$ cat src/rtl/bes_pkg.sv
// Shared types, codes and constants of the bumper escape sequencer.
`default_nettype none
package bes_pkg;

    localparam int PHASE_W = 3;

    localparam logic [PHASE_W-1:0] PH_IDLE        = 3'd0;
    localparam logic [PHASE_W-1:0] PH_FRONT_START = 3'd1;
    localparam logic [PHASE_W-1:0] PH_FRONT_WAIT  = 3'd2;
    localparam logic [PHASE_W-1:0] PH_LEFT_START  = 3'd3;
    localparam logic [PHASE_W-1:0] PH_LEFT_WAIT   = 3'd4;
    localparam logic [PHASE_W-1:0] PH_RIGHT_START = 3'd5;
    localparam logic [PHASE_W-1:0] PH_RIGHT_WAIT  = 3'd6;
    localparam logic [PHASE_W-1:0] PH_WAIT_END    = 3'd7;

    localparam logic [1:0] DIR_FWD   = 2'd0;
    localparam logic [1:0] DIR_BWD   = 2'd1;
    localparam logic [1:0] DIR_LEFT  = 2'd2;
    localparam logic [1:0] DIR_RIGHT = 2'd3;

    localparam logic [1:0] CMD_NONE  = 2'd0;
    localparam logic [1:0] CMD_TURN  = 2'd1;
    localparam logic [1:0] CMD_MOVE  = 2'd2;
    localparam logic [1:0] CMD_SPEED = 2'd3;

    localparam logic [1:0] REG_CRUISE_SPEED = 2'd0;
    localparam logic [1:0] REG_BACK_SPEED   = 2'd1;
    localparam logic [1:0] REG_TURN_SPEED   = 2'd2;
    localparam logic [1:0] REG_BUMP_LIMIT   = 2'd3;

    localparam logic [7:0] RST_CRUISE_SPEED = 8'd80;
    localparam logic [7:0] RST_BACK_SPEED   = 8'd60;
    localparam logic [7:0] RST_TURN_SPEED   = 8'd50;
    localparam logic [7:0] RST_BUMP_LIMIT   = 8'd3;

    localparam logic [7:0] FRONT_BACK_LONG  = 8'd180;
    localparam logic [7:0] FRONT_BACK_SHORT = 8'd120;
    localparam logic [7:0] FRONT_TURN_LONG  = 8'd90;
    localparam logic [7:0] FRONT_TURN_SHORT = 8'd50;
    localparam logic [7:0] SIDE_BACK_LONG   = 8'd160;
    localparam logic [7:0] SIDE_BACK_SHORT  = 8'd100;
    localparam logic [7:0] SIDE_TURN_LONG   = 8'd80;
    localparam logic [7:0] SIDE_TURN_SHORT  = 8'd45;

    typedef struct packed {
        logic [PHASE_W-1:0] phase;
        logic [7:0]         bump_cnt;
        logic [7:0]         esc_speed;
        logic [1:0]         esc_dir;
        logic               moving;
        logic               rotating;
        logic [7:0]         pending_amount;
    } esc_state_t;

    typedef struct packed {
        logic [7:0] cruise_speed;
        logic [7:0] back_speed;
        logic [7:0] turn_speed;
        logic [7:0] bump_limit;
    } esc_cfg_t;

    typedef struct packed {
        logic       valid;
        logic [1:0] command;
        logic [1:0] direction;
        logic [7:0] spd_left;
        logic [7:0] spd_right;
        logic [7:0] amount;
    } esc_result_t;

endpackage
`default_nettype wire

$ cat src/rtl/bumper_escape_sequencer_top.sv
// Top level of the bumper escape sequencer: stream ports, config, state and result registers.
//
// Input beats on s_* carry either a bumper change (s_tuser = 1) or a controller
// tick (s_tuser = 0). A bumper beat only sets the escape phase and yields no
// result; a tick runs one controller pass and yields zero or one command beat
// on m_*, with the command code on m_tuser.
// Each input beat lands in an input register; the pass runs on the registered
// beat in one level of compare-and-select logic and its result loads the
// output register. One beat per cycle is sustained as long as the receiver
// takes results.
// When the receiver stalls, the pending result holds on m_*, the pass for the
// registered input waits, and s_tready drops once the input register is full.
// Configuration writes on cfg_* are to be made while idle; the block does not enforce it.
// Synchronous reset (aresetn low) loads the register defaults (cruise 80,
// back-off 60, turn 50, bump limit 3), clears the escape state to idle and
// empties both registers.
`default_nettype none
module bumper_escape_sequencer_top (
    input  wire logic        aclk,
    input  wire logic        aresetn,
    // cfg_wdata: register value, index from cfg_addr
    input  wire logic        cfg_wr_en,
    input  wire logic [1:0]  cfg_addr,
    input  wire logic [7:0]  cfg_wdata,
    input  wire logic        s_tvalid,
    output logic             s_tready,
    // s_tdata: [0] left bumper, [1] right bumper, [2] movement_done, [7:3] zero
    input  wire logic [7:0]  s_tdata,
    // s_tuser: [0] req_type
    input  wire logic        s_tuser,
    output logic             m_tvalid,
    input  wire logic        m_tready,
    // m_tdata: [1:0] direction, [9:2] left speed, [17:10] right speed,
    //          [25:18] amount, [31:26] zero
    output logic [31:0]      m_tdata,
    // m_tuser: [1:0] command
    output logic [1:0]       m_tuser
);

    bes_pkg::esc_cfg_t    cfg_reg;
    bes_pkg::esc_state_t  state_reg;
    bes_pkg::esc_state_t  state_next;
    bes_pkg::esc_result_t res;

    logic       in_valid_reg;
    logic       in_bump_reg;
    logic [2:0] in_data_reg;
    logic       out_valid_reg;
    logic [1:0] out_cmd_reg;
    logic [1:0] out_dir_reg;
    logic [7:0] out_sl_reg;
    logic [7:0] out_sr_reg;
    logic [7:0] out_amt_reg;
    logic       proc;

    // run the pass only when the output register is free or draining
    assign proc     = in_valid_reg && (!out_valid_reg || m_tready);
    assign s_tready = !in_valid_reg || proc;

    bes_step u_step (
        .cur           (state_reg),
        .cfg           (cfg_reg),
        .is_bump       (in_bump_reg),
        .bump_l        (in_data_reg[0]),
        .bump_r        (in_data_reg[1]),
        .movement_done (in_data_reg[2]),
        .nxt           (state_next),
        .res           (res)
    );

    always_ff @(posedge aclk) begin
        if (!aresetn) begin
            cfg_reg.cruise_speed <= bes_pkg::RST_CRUISE_SPEED;
            cfg_reg.back_speed   <= bes_pkg::RST_BACK_SPEED;
            cfg_reg.turn_speed   <= bes_pkg::RST_TURN_SPEED;
            cfg_reg.bump_limit   <= bes_pkg::RST_BUMP_LIMIT;
        end else if (cfg_wr_en) begin
            case (cfg_addr)
                bes_pkg::REG_CRUISE_SPEED: cfg_reg.cruise_speed <= cfg_wdata;
                bes_pkg::REG_BACK_SPEED:   cfg_reg.back_speed   <= cfg_wdata;
                bes_pkg::REG_TURN_SPEED:   cfg_reg.turn_speed   <= cfg_wdata;
                bes_pkg::REG_BUMP_LIMIT:   cfg_reg.bump_limit   <= cfg_wdata;
                default: begin
                end
            endcase
        end
    end

    always_ff @(posedge aclk) begin
        if (!aresetn) begin
            state_reg <= '0;
        end else if (proc) begin
            state_reg <= state_next;
        end
    end

    always_ff @(posedge aclk) begin
        if (!aresetn) begin
            in_valid_reg <= 1'b0;
        end else if (s_tready) begin
            in_valid_reg <= s_tvalid;
        end
    end

    always_ff @(posedge aclk) begin
        if (s_tready && s_tvalid) begin
            in_bump_reg <= s_tuser;
            in_data_reg <= s_tdata[2:0];
        end
    end

    always_ff @(posedge aclk) begin
        if (!aresetn) begin
            out_valid_reg <= 1'b0;
        end else if (proc) begin
            out_valid_reg <= res.valid;
        end else if (m_tready) begin
            out_valid_reg <= 1'b0;
        end
    end

    always_ff @(posedge aclk) begin
        if (proc && res.valid) begin
            out_cmd_reg <= res.command;
            out_dir_reg <= res.direction;
            out_sl_reg  <= res.spd_left;
            out_sr_reg  <= res.spd_right;
            out_amt_reg <= res.amount;
        end
    end

    assign m_tvalid = out_valid_reg;
    assign m_tuser  = out_cmd_reg;
    assign m_tdata  = {6'd0, out_amt_reg, out_sr_reg, out_sl_reg, out_dir_reg};

`ifndef SYNTH
    // a bumper beat never produces a result
    a_bump_no_result: assert property (@(posedge aclk) disable iff (!aresetn)
        proc && in_bump_reg |=> !m_tvalid)
        else $error("bumper beat produced a result");

    // an escape move is always a back-off
    a_move_backward: assert property (@(posedge aclk) disable iff (!aresetn)
        m_tvalid && (m_tuser == bes_pkg::CMD_MOVE) |-> (m_tdata[1:0] == bes_pkg::DIR_BWD))
        else $error("escape move not backward");

    // right wheel speed only set by a set-speed command
    a_sr_zero: assert property (@(posedge aclk) disable iff (!aresetn)
        m_tvalid && (m_tuser != bes_pkg::CMD_SPEED) |-> (m_tdata[17:10] == 8'd0))
        else $error("nonzero right speed on move or turn");

    // input side stalls only behind a stalled result
    a_stall_cause: assert property (@(posedge aclk) disable iff (!aresetn)
        !s_tready |-> (m_tvalid && !m_tready))
        else $error("input stalled without output backpressure");
`endif

endmodule
`default_nettype wire

$ cat src/rtl/bes_step.sv
// One controller pass: next escape state and the optional result for one item.
`default_nettype none
module bes_step (
    input  wire bes_pkg::esc_state_t  cur,
    input  wire bes_pkg::esc_cfg_t    cfg,
    input  wire logic                 is_bump,
    input  wire logic                 bump_l,
    input  wire logic                 bump_r,
    input  wire logic                 movement_done,
    output bes_pkg::esc_state_t       nxt,
    output bes_pkg::esc_result_t      res
);

    always_comb begin
        logic over;
        logic [7:0] amt;
        nxt  = cur;
        res  = '0;
        over = (cur.bump_cnt > cfg.bump_limit);
        amt  = '0;

        if (is_bump) begin
            if (bump_l && bump_r) begin
                nxt.phase = bes_pkg::PH_FRONT_START;
            end else if ((bump_l || bump_r) &&
                         (cur.phase != bes_pkg::PH_FRONT_WAIT)) begin
                nxt.phase = bump_l ? bes_pkg::PH_LEFT_START : bes_pkg::PH_RIGHT_START;
            end
        end else begin
            // advance the escape phase
            case (cur.phase)
                bes_pkg::PH_FRONT_START: begin
                    nxt.esc_speed      = cfg.back_speed;
                    nxt.esc_dir        = bes_pkg::DIR_BWD;
                    nxt.moving         = 1'b1;
                    nxt.pending_amount = over ? bes_pkg::FRONT_BACK_LONG
                                              : bes_pkg::FRONT_BACK_SHORT;
                    nxt.phase          = bes_pkg::PH_FRONT_WAIT;
                    nxt.bump_cnt       = cur.bump_cnt + 8'd2;
                end
                bes_pkg::PH_LEFT_START, bes_pkg::PH_RIGHT_START: begin
                    nxt.esc_speed      = cfg.back_speed;
                    nxt.esc_dir        = bes_pkg::DIR_BWD;
                    nxt.moving         = 1'b1;
                    nxt.pending_amount = over ? bes_pkg::SIDE_BACK_LONG
                                              : bes_pkg::SIDE_BACK_SHORT;
                    nxt.phase          = (cur.phase == bes_pkg::PH_LEFT_START)
                                         ? bes_pkg::PH_LEFT_WAIT : bes_pkg::PH_RIGHT_WAIT;
                    nxt.bump_cnt       = cur.bump_cnt + 8'd1;
                end
                bes_pkg::PH_FRONT_WAIT: begin
                    if (!cur.moving) begin
                        nxt.esc_speed = cfg.turn_speed;
                        nxt.rotating  = 1'b1;
                        nxt.phase     = bes_pkg::PH_WAIT_END;
                        if (over) begin
                            nxt.pending_amount = bes_pkg::FRONT_TURN_LONG;
                            nxt.esc_dir        = bes_pkg::DIR_RIGHT;
                            nxt.bump_cnt       = '0;
                        end else begin
                            nxt.pending_amount = bes_pkg::FRONT_TURN_SHORT;
                            nxt.esc_dir        = bes_pkg::DIR_LEFT;
                        end
                    end
                end
                bes_pkg::PH_LEFT_WAIT, bes_pkg::PH_RIGHT_WAIT: begin
                    if (!cur.moving) begin
                        nxt.esc_speed = cfg.turn_speed;
                        nxt.esc_dir   = (cur.phase == bes_pkg::PH_LEFT_WAIT)
                                        ? bes_pkg::DIR_RIGHT : bes_pkg::DIR_LEFT;
                        nxt.rotating  = 1'b1;
                        nxt.phase     = bes_pkg::PH_WAIT_END;
                        if (over) begin
                            nxt.pending_amount = bes_pkg::SIDE_TURN_LONG;
                            nxt.bump_cnt       = '0;
                        end else begin
                            nxt.pending_amount = bes_pkg::SIDE_TURN_SHORT;
                        end
                    end
                end
                bes_pkg::PH_WAIT_END: begin
                    if (!(cur.moving || cur.rotating)) begin
                        nxt.phase = bes_pkg::PH_IDLE;
                    end
                end
                default: begin
                end
            endcase

            // pick the command for this pass
            if (nxt.phase == bes_pkg::PH_IDLE) begin
                res.valid     = 1'b1;
                res.command   = bes_pkg::CMD_SPEED;
                res.direction = bes_pkg::DIR_FWD;
                res.spd_left  = cfg.cruise_speed;
                res.spd_right = cfg.cruise_speed;
            end else if (nxt.pending_amount != 8'd0) begin
                amt                = nxt.pending_amount;
                nxt.pending_amount = '0;
                if (nxt.rotating || nxt.moving) begin
                    res.valid     = 1'b1;
                    res.command   = nxt.rotating ? bes_pkg::CMD_TURN : bes_pkg::CMD_MOVE;
                    res.direction = nxt.esc_dir;
                    res.spd_left  = nxt.esc_speed;
                    res.amount    = amt;
                end
            end else if (!(nxt.moving || nxt.rotating)) begin
                res.valid     = 1'b1;
                res.command   = bes_pkg::CMD_SPEED;
                res.direction = nxt.esc_dir;
                res.spd_left  = nxt.esc_speed;
            end else if (movement_done) begin
                nxt.moving   = 1'b0;
                nxt.rotating = 1'b0;
            end
        end
    end

endmodule
`default_nettype wire

$ cat config.mk
export PLATFORM = sky130hd
export DESIGN_NAME = bumper_escape_sequencer_top
export DESIGN_NICKNAME = d
export VERILOG_FILES = /design/src/rtl/bes_pkg.sv /design/src/rtl/bumper_escape_sequencer_top.sv /design/src/rtl/bes_step.sv
export SDC_FILE = /design/constraint.sdc
export NUM_CORES = 1
export LEC_CHECK = 0
export BUFFER_PORTS_ARGS = -buffer_cell sky130_fd_sc_hd__buf_2
export CORE_UTILIZATION = 34
export DETAILED_ROUTE_END_ITERATION = 16
export GPL_TIMING_DRIVEN = 0
export PLACE_DENSITY = 0.62
export SKIP_CTS_REPAIR_TIMING = 1
export SLEW_MARGIN = 20
export SYNTH_ARGS = -nofsm -noshare
export SYNTH_HDL_FRONTEND = slang
export SYNTH_SLANG_ARGS = --single-unit
$ cat constraint.sdc
create_clock -name aclk -period 4.8 [get_ports aclk]
set_input_delay 0.48 -clock aclk [delete_from_list [all_inputs] [get_ports aclk]]
set_output_delay 0.48 -clock aclk [all_outputs]
set_load 0.01 [all_outputs]
==> summary.md, run 1 <==
| Metric | Value |
|---|---|
| Simple-gate share of the synthesized area | `21.00%` |
| Tcrit/Tclk final | `78.01%` |
| Crit path time final | `3745 ps` |
| Number of remaining DRC errors | `0` |
| Detail Route Antenna Nets | `0` |
| Int Pwr | `1427 uW` |
| Ys async rst share | `0%` |
| Via count of the first global-routing pass | `3988` |
| Root Driver | `clkbuf_16` |
| Dpl ws | `1068 ps` |
| Synth cell types | `67` |
| Most frequent cell after synthesis | `nand2_1` |
| Crit path required time | `4860 ps` |
| Hold slack | `308.5 ps` |
| Largest net degree at the start of global routing | `23` |
| Setup-failing EPs final | `0` |
| Top FF cell, synth | `dfxtp_1` |
| Die Ht | `120.4 um` |
| Top cells by area, synth | `dfxtp_1 27%, edfxtp_1 20%, nand2_1 7.6%, a21oi_1 4.8%, nor2_1 3.3%` |
| Hold Crit Depth | `1` |
| Critical Path AT | `3800 ps` |
| Port-buffer cells | `47` |
| Net switching power figure | `531.5 uW` |
| Num rows | `42` |
| Comb power frac | `16.0%` |
| Worst-path clk slew | `70 ps` |
| Final nets | `632` |
| RSZ-0062 raised after global routing | `no` |
| Clock Sinks | `97` |
| Initial Utilization | `35.43%` |
| Clk_lat worst skew | `350 ps` |
| DIE AREA | `14500 sq um` |
| Post-synth top area share | `27.30%` |
| Post-synth EDFFs | `32` |
| Placed instance count | `762` |
| Worst-Margin Slew | `668.8 ps` |
| Slew Limit Headroom | `55.41%` |
| HPWL Detailed | `8962 um` |
| Startpoint Class | `flop` |
| Hold Crit Class | `in2reg` |
| Ant. Diodes | `0` |
| Routed len/inst | `15.75 um` |
| Largest family of logic cells by synthesized area | `compound AO/OA/AOI/OAI gates` |
| Max Cap Viol | `0` |
| Sequential area share after synthesis | `47.47%` |
| Synth-to-layout area growth | `17.12%` |
| Total CTS buffers | `9` |
| Routed WL | `12250 um` |
| Initial antenna violation count | `0` |
| Worst path max stage delay | `460 ps` |
| Cell depth of the worst setup path | `11` |
| Mean post-synth cell area | `8.942 sq um` |
| RePlAce Congestion | `0.8708` |
| Via density | `5.297` |
| Run status | `finished, final reports clean` |
| Slowest stage cell, crit path | `dfxtp_1` |
| Worst Skew | `7.662 ps` |
| Final worst slack | `1055 ps` |
| Synth Area in Compound Gates | `21.61%` |
| Final Hold Viols | `0` |
| Most instantiated cells after synthesis | `97 x nand2_1, 65 x dfxtp_1, 46 x a21oi_1` |
| Total Routing Usage GR | `18.30%` |
| Clock Path Buffers | `2` |
| Reg2reg path depth | `11` |
| Synth Instances | `533` |
| CTS tree | `built` |
| Endpoint type of the worst setup path | `flop` |
| Mux cell area share after synthesis | `2.153%` |
| Total number of vias | `4121` |
| Peak supply drop | `0.1823 mV` |
| Worst-path cell chain | `inv_1 -> ha_1 -> nand4_1 -> o21ai_0 -> a21oi_1 -> nor4b_4 -> nand4_2 -> or2_1 -> ha_1 -> o21ai_4 -> buf_16` |
| Adder-Cell Fraction of Synth Area | `2.888%` |
| Mapped Area | `4766 sq um` |
| Detailed router's first-iteration violation count | `400` |
| Flip-flop and latch count after synthesis | `97` |
| Max Freq | `267.1 MHz` |
| Most used cell along the critical path | `ha_1` |
| Switching share of power | `27.14%` |
| Max Slew Vio Count | `0` |
| Num ports | `60` |
| Worst Path Max Fanout | `22` |
| Yosys Warn Count | `0` |
| Cell family with most CP delay | `simple AND/OR/NAND/NOR gates` |
| Synth Area in XOR/XNOR | `0.3676%` |
| Buf/Inv on CP | `2` |
| Htree depth | `3` |
| Global route overflow | `0` |
| Drt pass-1 iters | `6` |
| Type of the worst setup path | `reg2reg` |
| Clock share of power | `37.1%` |
| Pwr/cell area | `350.9 nW/um^2` |
| First-pass GRT wire length | `20480 um` |
| Die Wd | `120.4 um` |
| Core area | `13450 sq um` |
| Leading area contributor after synthesis | `dfxtp_1` |
| Final cell count without fillers | `778` |
| Pleak | `0.002112 uW` |
| Flop pwr share | `46.8%` |
| Fraction of layout cells with a size suffix above 1 | `14.78%` |
| Number of flip-flops in the largest register | `32` |
through the flow:
stage,area (sq um),setup TNS [ps],power (uW),utilization [%]
6_report,5582,0,1959,41.49
5_1_grt,5582,0,2045,41.49
4_1_cts,5582,0,1971,41.49
3_5_place_dp,5279,0,1246,39.24
3_3_place_gp,5240,-4905,1230,38.95
2_1_floorplan,4785,0,1137,-
metal layers:
| layer | part of all wire (%) | global-route usage (%) |
|---|---|---|
| met3 | 6.5 | 3.113 |
| met4 | 2.7 | 9.259 |
| met5 | 0 | 0 |
| met2 | 46 | 29.13 |
| met1 | 45 | 23.88 |
power groups by stage:
stage | registers [uW] | logic [uW] | clock network [uW]
3_3_place_gp | 935 | 294 | 0
6_report | 918 | 314 | 727
3_5_place_dp | 935 | 311 | 0
4_1_cts | 918 | 313 | 741
2_1_floorplan | 947 | 190 | 0
5_1_grt | 922 | 347 | 776
worst reg2reg max path, stage by stage (launching register included):
cell and delay, ps:
dfxtp_1 460, inv_1 140, ha_1 300, nand4_1 140, o21ai_0 370, a21oi_1 170
nor4b_4 380, nand4_2 270, or2_1 320, ha_1 320, o21ai_4 370, buf_16 220
final timing paths:
kind                       from  slack (ps)              to
setup / recovery  state_reg[20]        1060   out_sl_reg[7]
hold / removal       s_tdata[1]         310  in_data_reg[1]
setup reg to reg  state_reg[20]        1060   out_sl_reg[7]
hold reg to reg     cfg_reg[11]         460     cfg_reg[11]
cell usage in the layout, fill, tap and decap left out, types with 10 or more instances in the layout:
| cell | count |
|---|---|
| nor3_1 | 10 |
| nor2_1 | 42 |
| ha_1 | 11 |
| o21ai_0 | 20 |
| nor2b_1 | 13 |
| dfxtp_1 | 65 |
| clkbuf_16 | 11 |
| buf_2 | 50 |
| a21oi_1 | 46 |
| and2_1 | 12 |
| edfxtp_1 | 32 |
| clkbuf_1 | 24 |
| nand3_1 | 13 |
| nand2_1 | 97 |
| inv_1 | 12 |
kinds of logic (layout without fill, tap and decap cells):
logic type,after synthesis,in the layout
xor+xnor,2,2
flops,97,97
mux,10,10
fa+ha+maj,11,11
buf+inv,49,113
compound gates,151,151
other cells,1,6
simple gates,212,212
layout make-up:
class / instances / area (sq um)
buffer: 35 / 158.9
inverter: 14 / 52.55
multi-input combinational: 392 / 2322
sequential: 97 / 2262
clock buffer: 13 / 282.8
fill: 1360 / 7871
clock inverter: 3 / 20.02
tap: 176 / 220.2
timing repair buffer: 48 / 262.8
Note: power is estimated with default switching activity, not from simulation.
==> run 2: changes to the inputs <==
ABC_AREA = 1   (was unset)
clock period = 3.91 ns   (was 4.8 ns; I/O delays follow)
==> summary.md, run 2 <==
| Metric | Value |
|---|---|
| Flop2flop setup slack | `510 ps (-540 ps)` |
| RePlAce Congestion | `0.8648 (-0.69%)` |
| Ant. Diodes | `0 (unchanged)` |
| Port-buffer cells | `47 (unchanged)` |
| Final worst slack | `514.1 ps (-541.4 ps)` |
| Critical R2R Launch | `cfg_reg[7]` |
| Final Hold Viols | `0 (unchanged)` |
| Crit path time final | `3396 ps (-348.6 ps)` |
| Setup-failing EPs final | `0 (unchanged)` |
| Pwr/cell area | `442.2 nW/um^2 (+26%)` |
| Most common cell after layout, fill and taps aside | `nand2_1` |
| Mean post-synth cell area | `7.767 sq um (-13%)` |
| Hold Crit Class | `in2reg` |
| Multi-input logic area | `2013 sq um (-13%)` |
| Worst Skew | `9.880 ps (+2.218 ps)` |
| Number of remaining DRC errors | `0 (unchanged)` |
| Detail Route Antenna Nets | `0 (unchanged)` |
| Routed WL | `11500 um (-6.1%)` |
| Leading area contributor after synthesis | `dfxtp_1` |
| Top cells by area, synth | `dfxtp_1 28%, edfxtp_1 21%, nand2_1 11%, nor2_1 6.1%, inv_1 5.6%` |
| Core area | `13300 sq um (-1.2%)` |
| Top FF cell, synth | `dfxtp_1` |
| Synth-to-layout area growth | `17.57%` |
| Initial antenna violation count | `0 (unchanged)` |
| Max Cap Viol | `0 (unchanged)` |
| Placed instance count | `826 (+8.4%)` |
| Critical R2R Capture | `out_sr_reg[2]` |
| Hold Crit Depth | `1 (unchanged)` |
| Die Ht | `118.8 um (-1.3%)` |
| Max Freq | `294.5 MHz (+10%)` |
| Worst-Margin Slew | `632.8 ps (-36.03 ps)` |
| Total Routing Usage GR | `16.60% (-1.7 points)` |
| Fillers | `1359 (-0.074%)` |
| Global route overflow | `0 (unchanged)` |
| Die Wd | `118.8 um (-1.3%)` |
| Via density | `4.917 (-7.2%)` |
| Run status | `finished, final reports clean` |
| Drt pass-1 iters | `4 (-2)` |
| Root Driver | `clkbuf_16` |
| Final nets | `696 (+10%)` |
| Total number of vias | `4140 (+0.46%)` |
| Total CTS buffers | `9 (unchanged)` |
| Most frequent cell after synthesis | `nand2_1` |
| Peak supply drop | `0.1907 mV (+4.6%)` |
| Post-synth EDFFs | `32 (unchanged)` |
| Routed len/inst | `13.66 um (-13%)` |
| Worst-path clk slew | `70 ps (about the same)` |
| Clk_lat worst skew | `350 ps (about the same)` |
| Reg2reg path depth | `14 (+3)` |
| Largest net degree at the start of global routing | `26 (+13%)` |
| Pleak | `0.002489 uW (+18%)` |
| Mapped Area | `4637 sq um (-2.7%)` |
| Htree depth | `3 (unchanged)` |
| DIE AREA | `14110 sq um (-2.7%)` |
| Most frequent cells in the layout | `140 x nand2_1, 75 x nor2_1, 69 x inv_1` |
| Synth Instances | `597 (+12%)` |
| Post-synth top area share | `28.06% (+0.76 points)` |
| Startpoint Class | `flop` |
| Endpoint type of the worst setup path | `flop` |
| Sequential area share after synthesis | `48.79% (+1.3 points)` |
| First-pass GRT wire length | `18380 um (-10%)` |
| Setup TNS | `0 ps (unchanged)` |
| Max Slew Vio Count | `0 (unchanged)` |
| Critical Path AT | `3450 ps (-350 ps)` |
| Fraction of layout cells with a size suffix above 1 | `13.81% (-0.97 points)` |
| Worst Path Max Fanout | `25 (+14%)` |
| Register area | `2262 sq um (unchanged)` |
| Dpl ws | `525.3 ps (-542.7 ps)` |
| Initial Utilization | `34.88% (-0.55 points)` |
| Number of flip-flops in the largest register | `32 (unchanged)` |
| RSZ-0062 raised after global routing | `no` |
| Num ports | `60 (unchanged)` |
| Most instantiated cells after synthesis | `140 x nand2_1, 75 x nor2_1, 69 x inv_1` |
| Crit path required time | `3960 ps (-900 ps)` |
| Yosys Warn Count | `0 (unchanged)` |
| Final cell count without fillers | `842 (+8.2%)` |
| Flip-flop and latch count after synthesis | `97 (unchanged)` |
| Clock Sinks | `97 (unchanged)` |
| CP startpoint | `cfg_reg[7]` |
| Clock Path Buffers | `2 (unchanged)` |
| Slew Limit Headroom | `57.58% (+2.2 points)` |
| CP endpoint | `out_sr_reg[2]` |
| Detailed router's first-iteration violation count | `264 (-34%)` |
| Ys async rst share | `0% (unchanged)` |
| Tcrit/Tclk final | `86.85% (+8.8 points)` |
| Type of the worst setup path | `reg2reg` |
| Num rows | `42 (unchanged)` |
| HPWL Detailed | `8608 um (-4.0%)` |
| CTS tree | `built` |
| Via count of the first global-routing pass | `3730 (-6.5%)` |
| Synth cell types | `41 (-39%)` |
==> run 2: cell types whose count changed after synthesis, moves of 13 or more <==
cell	previous run	this run
nor2_1	42	75
nand3_1	13	30
inv_1	12	69
o21ai_0	20	46
nor2b_1	13	0
nand2_1	97	140
==> run 2: how the worst min path moves through the flow <==
stage	from	endpoint
after floorplan	cfg_reg[18]	cfg_reg[18]
after detailed placement	cfg_reg[12]	cfg_reg[12]
final	s_tdata[2]	in_data_reg[2]
after CTS	s_tdata[2]	in_data_reg[2]
after global placement	cfg_reg[21]	cfg_reg[21]
after global routing	s_tdata[2]	in_data_reg[2]
==> run 2: worst max-delay path: stages (launching register included) <==
cell,delay [ps]
dfxtp_1,310
inv_1,50
ha_1,300
nand2_1,80
nor2_1,160
nand4_1,220
nand2_1,290
nand2_1,170
nand2_1,90
nand4_1,180
nor2_4,230
nand3_4,130
ha_1,340
o22ai_4,310
buf_16,220
==> run 2: area by class of cell <==
cell class                 instances  area share [%]
multi-input combinational        410           36.93
timing repair buffer              48           4.820
buffer                            21           2.364
tap                              176           4.039
inverter                          74           5.141
clock inverter                     6          0.8263
sequential                        97           41.50
clock buffer                      10           4.384
==> run 2: kinds of logic (layout without fill, tap and decap cells) <==
logic type | count (synthesis) | count (layout) | share of synthesized area, %
AND/OR/NAND/NOR | 270 | 270 | 24.45
AO/OA/AOI/OAI | 123 | 123 | 14.89
flip-flops | 97 | 97 | 48.79
buffers and inverters | 95 | 159 | 8.824
adder cells (fa/ha/maj) | 11 | 11 | 2.968
other | 1 | 6 | 0.08087
==> run 2: metrics by stage <==
stage,util (%),power [uW],hold WS (ps),area (sq um)
floorplan,-,1431,429.2,4656
global placement,38.44,1546,441.0,5111
detailed placement,38.79,1569,448.0,5157
CTS,40.93,2418,211.0,5441
global route,41.00,2513,219.0,5451
finish,41.00,2411,219.6,5451
==> run 2: power breakdown <==
group | total [uW] | switching (uW) | internal, uW
clock network | 860 | 403 | 457
logic | 429 | 295 | 134
registers | 1120 | 22.8 | 1100
total | 2410 | 721 | 1690
==> run 2: per-layer routing <==
metal / vias to the layer above / global-route usage [%] / routed length [um]
li1: 2092 / - / -
met3: 19 / 2.124 / 616
met2: 127 / 26.43 / 5246
met5: - / 0 / 0
met4: 0 / 7.832 / 250
met1: 1902 / 22.28 / 5387
